===== config.mk =====
export PLATFORM = sky130hd
export DESIGN_NAME = integer_to_ascii_radix
export DESIGN_NICKNAME = d
export VERILOG_FILES = /design/src/hdl/ita_pkg.sv /design/src/hdl/integer_to_ascii_radix.sv /design/src/hdl/ita_cell.sv
export SDC_FILE = /design/constraint.sdc
export NUM_CORES = 1
export LEC_CHECK = 0
export BUFFER_PORTS_ARGS = -buffer_cell sky130_fd_sc_hd__buf_2
export CORE_ASPECT_RATIO = 1.75
export CORE_MARGIN = 8
export CORE_UTILIZATION = 45
export CTS_BUF_LIST = sky130_fd_sc_hd__clkbuf_8
export CTS_CLUSTER_SIZE = 30
export DETAILED_ROUTE_END_ITERATION = 10
export PLACE_DENSITY = 0.7
export SLEW_MARGIN = 20
export SYNTH_ARGS = -nofsm -noshare
export SYNTH_HDL_FRONTEND = slang
export SYNTH_HIERARCHICAL = 1
export SYNTH_SLANG_ARGS = --single-unit

===== constraint.sdc =====
create_clock -name clk -period 24.8 [get_ports clk]
set_clock_uncertainty 0.05 [all_clocks]
set_input_delay 1.24 -clock clk [delete_from_list [all_inputs] [get_ports clk]]
set_output_delay 1.24 -clock clk [all_outputs]
set_load 0.05 [all_outputs]

===== src/hdl/ita_pkg.sv =====
// shared types, constants and character mapping for the integer to ascii converter
package ita_pkg;

	localparam int VALUE_WIDTH_DEF = 64;
	localparam int DATA_W = 64;
	localparam int TYPE_W = 3;
	localparam int CHAR_W = 7;
	localparam int POS_W = 5;
	localparam int DIGIT_W = 4;
	localparam int RADIX_W = 5;

	localparam logic [TYPE_W-1:0] TYPE_SDEC = 3'd0;
	localparam logic [TYPE_W-1:0] TYPE_UDEC = 3'd1;
	localparam logic [TYPE_W-1:0] TYPE_OCT = 3'd2;
	localparam logic [TYPE_W-1:0] TYPE_HEX_LOWER = 3'd3;
	localparam logic [TYPE_W-1:0] TYPE_HEX_UPPER = 3'd4;

	localparam logic [RADIX_W-1:0] RADIX_DEC = 5'd10;
	localparam logic [RADIX_W-1:0] RADIX_OCT = 5'd8;
	localparam logic [RADIX_W-1:0] RADIX_HEX = 5'd16;

	localparam logic [CHAR_W-1:0] CHAR_ZERO = 7'h30;
	localparam logic [CHAR_W-1:0] CHAR_LOWER_A = 7'h61;
	localparam logic [CHAR_W-1:0] CHAR_UPPER_A = 7'h41;
	localparam logic [CHAR_W-1:0] CHAR_MINUS = 7'h2d;

	localparam logic [POS_W-1:0] POS_MAX = 5'd21;

	typedef struct packed {
		logic [DATA_W-1:0] value;
		logic [TYPE_W-1:0] req_type;
	} req_t;

	typedef struct packed {
		logic [CHAR_W-1:0] character;
		logic [POS_W-1:0]  position;
		logic              last;
	} rsp_t;

	// control shared by every digit cell
	typedef struct packed {
		logic               clear;
		logic               dbl;
		logic               move;
		logic [RADIX_W-1:0] radix;
	} cell_ctrl_t;

	function automatic logic [CHAR_W-1:0] digit_char(input logic [DIGIT_W-1:0] d,
			input logic upper);
		logic [CHAR_W-1:0] base;
		base = upper ? CHAR_UPPER_A : CHAR_LOWER_A;
		if (d < 4'd10) begin
			digit_char = CHAR_ZERO + CHAR_W'(d);
		end else begin
			digit_char = base + CHAR_W'(d) - CHAR_W'(10);
		end
	endfunction

endpackage


===== src/hdl/integer_to_ascii_radix.sv =====
// integer to ascii converter: bit-serial radix conversion through a row of digit cells
// sequence: the conversion shifts all VALUE_WIDTH operand bits into the cells, then each character is emitted or
//   leading zero skipped in turn, up to (VALUE_WIDTH+2)/3 digits plus one for a minus sign
// items: one at a time, the next taken only after the last character of a string is emitted,
//   which any output stall delays
// reset: arst_n clears the controller and the output valid; cell digits clear on each item
module integer_to_ascii_radix #(
	parameter int VALUE_WIDTH = ita_pkg::VALUE_WIDTH_DEF
) (
	input  logic          clk,
	input  logic          arst_n,
	input  logic          req_valid,
	output logic          req_ready,
	input  ita_pkg::req_t req_data,
	output logic          rsp_valid,
	input  logic          rsp_ready,
	output ita_pkg::rsp_t rsp_data
);
	import ita_pkg::*;

	localparam int N_CELLS = (VALUE_WIDTH + 2) / 3;
	localparam int REM_W = $clog2(N_CELLS + 1);
	localparam int BIT_W = $clog2(VALUE_WIDTH);

	localparam logic [1:0] ST_IDLE = 2'd0;
	localparam logic [1:0] ST_CONV = 2'd1;
	localparam logic [1:0] ST_EMIT = 2'd2;

	logic [1:0]             state_q;
	logic [VALUE_WIDTH-1:0] val_q;
	logic [BIT_W-1:0]       bit_cnt_q;
	logic [REM_W-1:0]       remain_q;
	logic [POS_W-1:0]       pos_q;
	logic                   neg_q;
	logic                   started_q;
	logic                   upper_q;
	logic [RADIX_W-1:0]     radix_q;
	logic                   rsp_valid_q;
	rsp_t                   rsp_q;

	cell_ctrl_t         ctrl;
	logic [DIGIT_W-1:0] cell_digit [N_CELLS];
	logic               cell_carry [N_CELLS];

	logic [VALUE_WIDTH-1:0] in_val;
	logic                   in_neg;
	logic                   start;
	logic                   slot_free;
	logic                   is_last;
	logic                   skip;
	logic                   emit_neg;
	logic                   emit_dig;
	logic [DIGIT_W-1:0]     top_digit;

	assign in_val = req_data.value[VALUE_WIDTH-1:0];
	assign in_neg = (req_data.req_type == TYPE_SDEC) && in_val[VALUE_WIDTH-1];
	assign req_ready = (state_q == ST_IDLE);
	assign start = req_valid && req_ready && (req_data.req_type <= TYPE_HEX_UPPER);

	assign top_digit = cell_digit[N_CELLS-1];
	assign slot_free = !rsp_valid_q || rsp_ready;
	assign is_last = (remain_q == REM_W'(1));
	// leading zeros leave the top of the row without a character
	assign skip = (state_q == ST_EMIT) && !neg_q && !started_q && (top_digit == '0) && !is_last;
	assign emit_neg = (state_q == ST_EMIT) && neg_q && slot_free;
	assign emit_dig = (state_q == ST_EMIT) && !neg_q && !skip && slot_free;

	assign ctrl.clear = start;
	assign ctrl.dbl = (state_q == ST_CONV);
	assign ctrl.move = skip || emit_dig;
	assign ctrl.radix = radix_q;

	for (genvar i = 0; i < N_CELLS; i++) begin : g_cell
		ita_cell u_cell (
			.clk         (clk),
			.ctrl        (ctrl),
			.carry_in    ((i == 0) ? val_q[VALUE_WIDTH-1] : cell_carry[(i == 0) ? 0 : i - 1]),
			.digit_below ((i == 0) ? DIGIT_W'(0) : cell_digit[(i == 0) ? 0 : i - 1]),
			.digit       (cell_digit[i]),
			.carry_out   (cell_carry[i])
		);
	end

	always_ff @(posedge clk or negedge arst_n) begin
		if (!arst_n) begin
			state_q <= ST_IDLE;
			bit_cnt_q <= '0;
			remain_q <= '0;
			pos_q <= '0;
			neg_q <= 1'b0;
			started_q <= 1'b0;
			upper_q <= 1'b0;
			radix_q <= RADIX_DEC;
			rsp_valid_q <= 1'b0;
		end else begin
			if (emit_neg || emit_dig) begin
				rsp_valid_q <= 1'b1;
			end else if (rsp_ready) begin
				rsp_valid_q <= 1'b0;
			end
			unique case (state_q)
				ST_IDLE: begin
					if (start) begin
						state_q <= ST_CONV;
						bit_cnt_q <= BIT_W'(VALUE_WIDTH - 1);
						remain_q <= REM_W'(N_CELLS);
						pos_q <= '0;
						neg_q <= in_neg;
						started_q <= 1'b0;
						upper_q <= (req_data.req_type == TYPE_HEX_UPPER);
						priority if (req_data.req_type == TYPE_SDEC ||
								req_data.req_type == TYPE_UDEC) begin
							radix_q <= RADIX_DEC;
						end else if (req_data.req_type == TYPE_OCT) begin
							radix_q <= RADIX_OCT;
						end else begin
							radix_q <= RADIX_HEX;
						end
					end
				end
				ST_CONV: begin
					bit_cnt_q <= bit_cnt_q - BIT_W'(1);
					if (bit_cnt_q == '0) begin
						state_q <= ST_EMIT;
					end
				end
				ST_EMIT: begin
					if (emit_neg) begin
						neg_q <= 1'b0;
						pos_q <= pos_q + POS_W'(1);
					end
					if (ctrl.move) begin
						remain_q <= remain_q - REM_W'(1);
					end
					if (emit_dig) begin
						started_q <= 1'b1;
						pos_q <= pos_q + POS_W'(1);
						if (is_last) begin
							state_q <= ST_IDLE;
						end
					end
				end
				default: begin
					state_q <= ST_IDLE;
				end
			endcase
		end
	end

	// operand and output payload
	always_ff @(posedge clk) begin
		if (start) begin
			val_q <= in_neg ? (~in_val + VALUE_WIDTH'(1)) : in_val;
		end else if (state_q == ST_CONV) begin
			val_q <= {val_q[VALUE_WIDTH-2:0], 1'b0};
		end
		if (emit_neg) begin
			rsp_q.character <= CHAR_MINUS;
			rsp_q.position <= pos_q;
			rsp_q.last <= 1'b0;
		end else if (emit_dig) begin
			rsp_q.character <= digit_char(top_digit, upper_q);
			rsp_q.position <= pos_q;
			rsp_q.last <= is_last;
		end
	end

	assign rsp_valid = rsp_valid_q;
	assign rsp_data = rsp_q;

endmodule


===== src/hdl/ita_cell.sv =====
// one digit cell: clears, doubles its digit modulo the radix with a bit from below, or takes the lower digit
module ita_cell (
	input  logic                       clk,
	input  ita_pkg::cell_ctrl_t        ctrl,
	input  logic                       carry_in,
	input  logic [ita_pkg::DIGIT_W-1:0] digit_below,
	output logic [ita_pkg::DIGIT_W-1:0] digit,
	output logic                       carry_out
);
	import ita_pkg::*;

	logic [DIGIT_W-1:0] digit_q;
	logic [RADIX_W-1:0] doubled;
	logic [RADIX_W-1:0] half;

	assign half = ctrl.radix >> 1;
	assign doubled = {digit_q, carry_in};
	// carry depends only on the stored digit and the radix, so nothing ripples along the row
	assign carry_out = RADIX_W'(digit_q) >= half;
	assign digit = digit_q;

	always_ff @(posedge clk) begin
		if (ctrl.clear) begin
			digit_q <= '0;
		end else if (ctrl.dbl) begin
			if (carry_out) begin
				digit_q <= DIGIT_W'(doubled - ctrl.radix);
			end else begin
				digit_q <= doubled[DIGIT_W-1:0];
			end
		end else if (ctrl.move) begin
			digit_q <= digit_below;
		end
	end

endmodule


==> results.py <==
metrics = {
    "outcome": {
        "outcome": "complete, no violations",
    },
    "sta": {
        "relSlewSlack": 0.3589,
        "timing.final.crit_share": 0.1614,
        "setup_violations": 0,
        "hold_viol": 0,
        "grt_setup_unrepaired": "no",
        "tightestPinTransition_ns": 0.9542,
        "finalSetupTns_ns": 0,
        "max_freq_ghz": 0.2498,
        "min_period_ns": 4.003,
        "slew_viol_final": 0,
    },
    "drt": {
        "routedWlPerCell_um": 16.30,
        "vias_per_cell": 5.646,
        "drt_pass1_iterations": 5,
        "drc": 0,
        "drtIter0Drc": 633,
        "drt-total-wl_mm": 38.84,
        "ant_nets": 0,
        "vias": 13455,
    },
    "floorplan": {
        "coreArea_um2": 34350,
        "start_util": 0.4552,
        "dieArea_um2": 41200,
        "die_y_um": 262.6,
        "row_count": 90,
        "ios": 86,
        "die_w_um": 156.9,
    },
    "setup_path": {
        "critPathMaxStageDelay_ns": 0.84,
        "path_cells": "inv_1 -> ha_1 -> nor4b_1 -> a21oi_1 -> nor3_2 -> buf_4 -> buf_4 -> mux2_2 -> o21bai_1 -> a31oi_1",
        "worstSetupPathType": "reg2reg",
        "cp-end-kind": "flip-flop",
        "crit_slowest_cell": "buf_4",
        "arrival_ns": 4.30,
        "cpMostUsedCell": "buf_4",
        "critPathMaxFanout": 59,
        "start_kind": "flip-flop",
        "ff2ff_setup_slack_ns": 20.80,
        "required_ns": 25.09,
    },
    "clock_tree": {
        "cts_max_level": 4,
        "ctsResizeCount": 0,
        "clockBufferDepth": 2,
        "cts_hold_buffers": 0,
        "cts_num_sinks": 190,
        "insertion_delay_ns": 0.50,
        "cts_root_buffer": "clkbuf_8",
        "cts_setup_buffers": 0,
        "cts_tree": "built",
        "cts_made_buffers": 17,
        "clk_pin_slew_ns": 0.10,
    },
    "pwr": {
        "ir_drop_uv": 60.89,
        "power_density_nw_per_um2": 125.1,
        "p_leak_uw": 0.007084,
    },
    "grt": {
        "grt_pass1_vias": 13904,
        "busiest_layer": "met2",
        "grtUsageMet2": 0.3608,
        "grt_pass1_wl_mm": 65.16,
        "met1_usage": 0.1977,
        "grt-ovfl-total": 0,
        "grt_max_degree": 101,
        "grt_use_total": 0.1909,
        "antenna_found_initial": 0,
        "use_met3": 0.03935,
    },
    "synth": {
        "ys.warnings.count": 6,
        "synth_seq_cells": 190,
        "synth_area_leaders": "edfxtp_1 (13%), dfxtp_1 (12%), ha_1 (11%)",
        "synth_largest_area_cell": "edfxtp_1",
        "syn_area_um2": 15630,
        "synth_edf_count": 69,
        "avgSynthCellArea_um2": 8.794,
        "synthCells": 1778,
        "synth.distinct_cells": 72,
        "synth-seq-area-share": 0.2956,
        "ys.flop_type": "dfxtp_1",
        "netlist.area_leader.share": 0.1325,
        "ys_async_sr_fraction": 0.1316,
    },
    "final_layout": {
        "multiInputGateArea_um2": 10370,
        "synthToLayoutAreaGrowth_pct": 9.675,
        "antenna-diode-count": 0,
        "final_cells": 2383,
        "nNetsFinal": 2143,
        "final_util": 0.4993,
        "filler_cell_count": 3292,
        "drive_gt1_frac": 0.1321,
        "mostFrequentLayoutCell": "inv_1",
        "seq_area_um2": 4622,
        "layout.cells.most_common_list": "inv_1 (193), ha_1 (140), nand2_1 (113)",
    },
    "min_path": {
        "hp-class": "reg2reg",
    },
    "placed_design": {
        "io_buffers": 85,
        "dp_cells": 2351,
        "gp_congestion": 0.9384,
        "hpwl_mm": 29.04,
    },
    "job": {
        "cap_violations": 0,
    },
}
worst max-delay path: cells and delay by family, from the launching register on:
family	cells	cell delay [ns]
AND/OR/NAND/NOR	2	0.88
adder cells (fa/ha/maj)	1	0.15
flip-flops	1	0.39
multiplexers	1	0.42
buffers and inverters	3	1.49
AO/OA/AOI/OAI	3	0.37
per-stage QoR:
step / instance area (µm²) / power, µW / hold WS [ns] / setup WS, ns
2_1_floorplan: 15810 / 1634 / 0.4008 / 13.67
4_1_cts: 17140 / 2146 / 0.4294 / 20.83
3_3_place_gp: 16790 / 1896 / 0.3882 / 20.70
6_report: 17150 / 2145 / 0.4198 / 20.80
3_5_place_dp: 16790 / 1943 / 0.4063 / 20.65
5_1_grt: 17150 / 2356 / 0.4430 / 20.47
final cells by class:
class,instances,area share
repair buffers,94,0.02875
well taps,460,0.03356
clock buffers,18,0.01445
flip-flops and latches,190,0.2695
multi-input cells,1413,0.6050
inverters,194,0.04254
clock inverters,14,0.006202
kinds of logic after synthesis:
group,Yosys count,synth area share
adder cells (fa/ha/maj),162,0.1402
buffers and inverters,222,0.05386
AND/OR/NAND/NOR,556,0.1959
AO/OA/AOI/OAI,469,0.2053
flip-flops,190,0.2956
other,1,0.0002398
XOR/XNOR,87,0.04874
multiplexers,91,0.06010
synthesized netlist by cell type, types with 34 or more instances:
master      n
nand2b_1   41
xor2_1     44
mux2i_1    68
or2_2      46
edfxtp_1   69
nand3_1    58
nor2_1     73
ha_1      140
o21ai_0    98
o21ai_1    35
a31oi_1    43
nand2_1   115
xnor2_1    43
dfxtp_1    96
nor3_1     59
o32ai_1    34
a21oi_1    93
inv_1     192
per-layer routing:
metal | wire length [µm] | up-vias | part of all wire
met5 | 0 | - | 0
met3 | 1654 | 82 | 0.043
met4 | 1107 | 0 | 0.029
li1 | - | 6668 | -
met2 | 20940 | 333 | 0.54
met1 | 15130 | 6372 | 0.39
sequential cells by signal, summed over array words and instances (netlist names):
register,flops
g_cell.u_cell/digit,88
val_q,64
rsp_data,13
bit_cnt_q,6
pos_q,5
remain_q,5
radix_q,3
state_q,2
neg_q,1
rsp_valid,1
started_q,1
upper_q,1
where the power goes:
part           switching (µW)  internal (µW)  leakage [µW]
clock                     115           80.1      0.000189
combinational             737            571       0.00505
sequential                136            504       0.00185
total                     989           1160       0.00708
worst paths after layout:
check                                            endpoint  cells past startpoint                        from
max in group asynchronous                      radix_q[1]                      1                      arst_n
worst max register to register  g_cell[5].u_cell/digit[1]                     10  g_cell[21].u_cell/digit[0]
worst min-delay path                          rsp_data[0]                      1                 rsp_data[0]
worst max-delay path            g_cell[5].u_cell/digit[1]                     10  g_cell[21].u_cell/digit[0]
min in group asynchronous                    bit_cnt_q[3]                      1                      arst_n
worst min register to register                rsp_data[0]                      1                 rsp_data[0]
No activity file was read; power rests on OpenSTA's default activity.
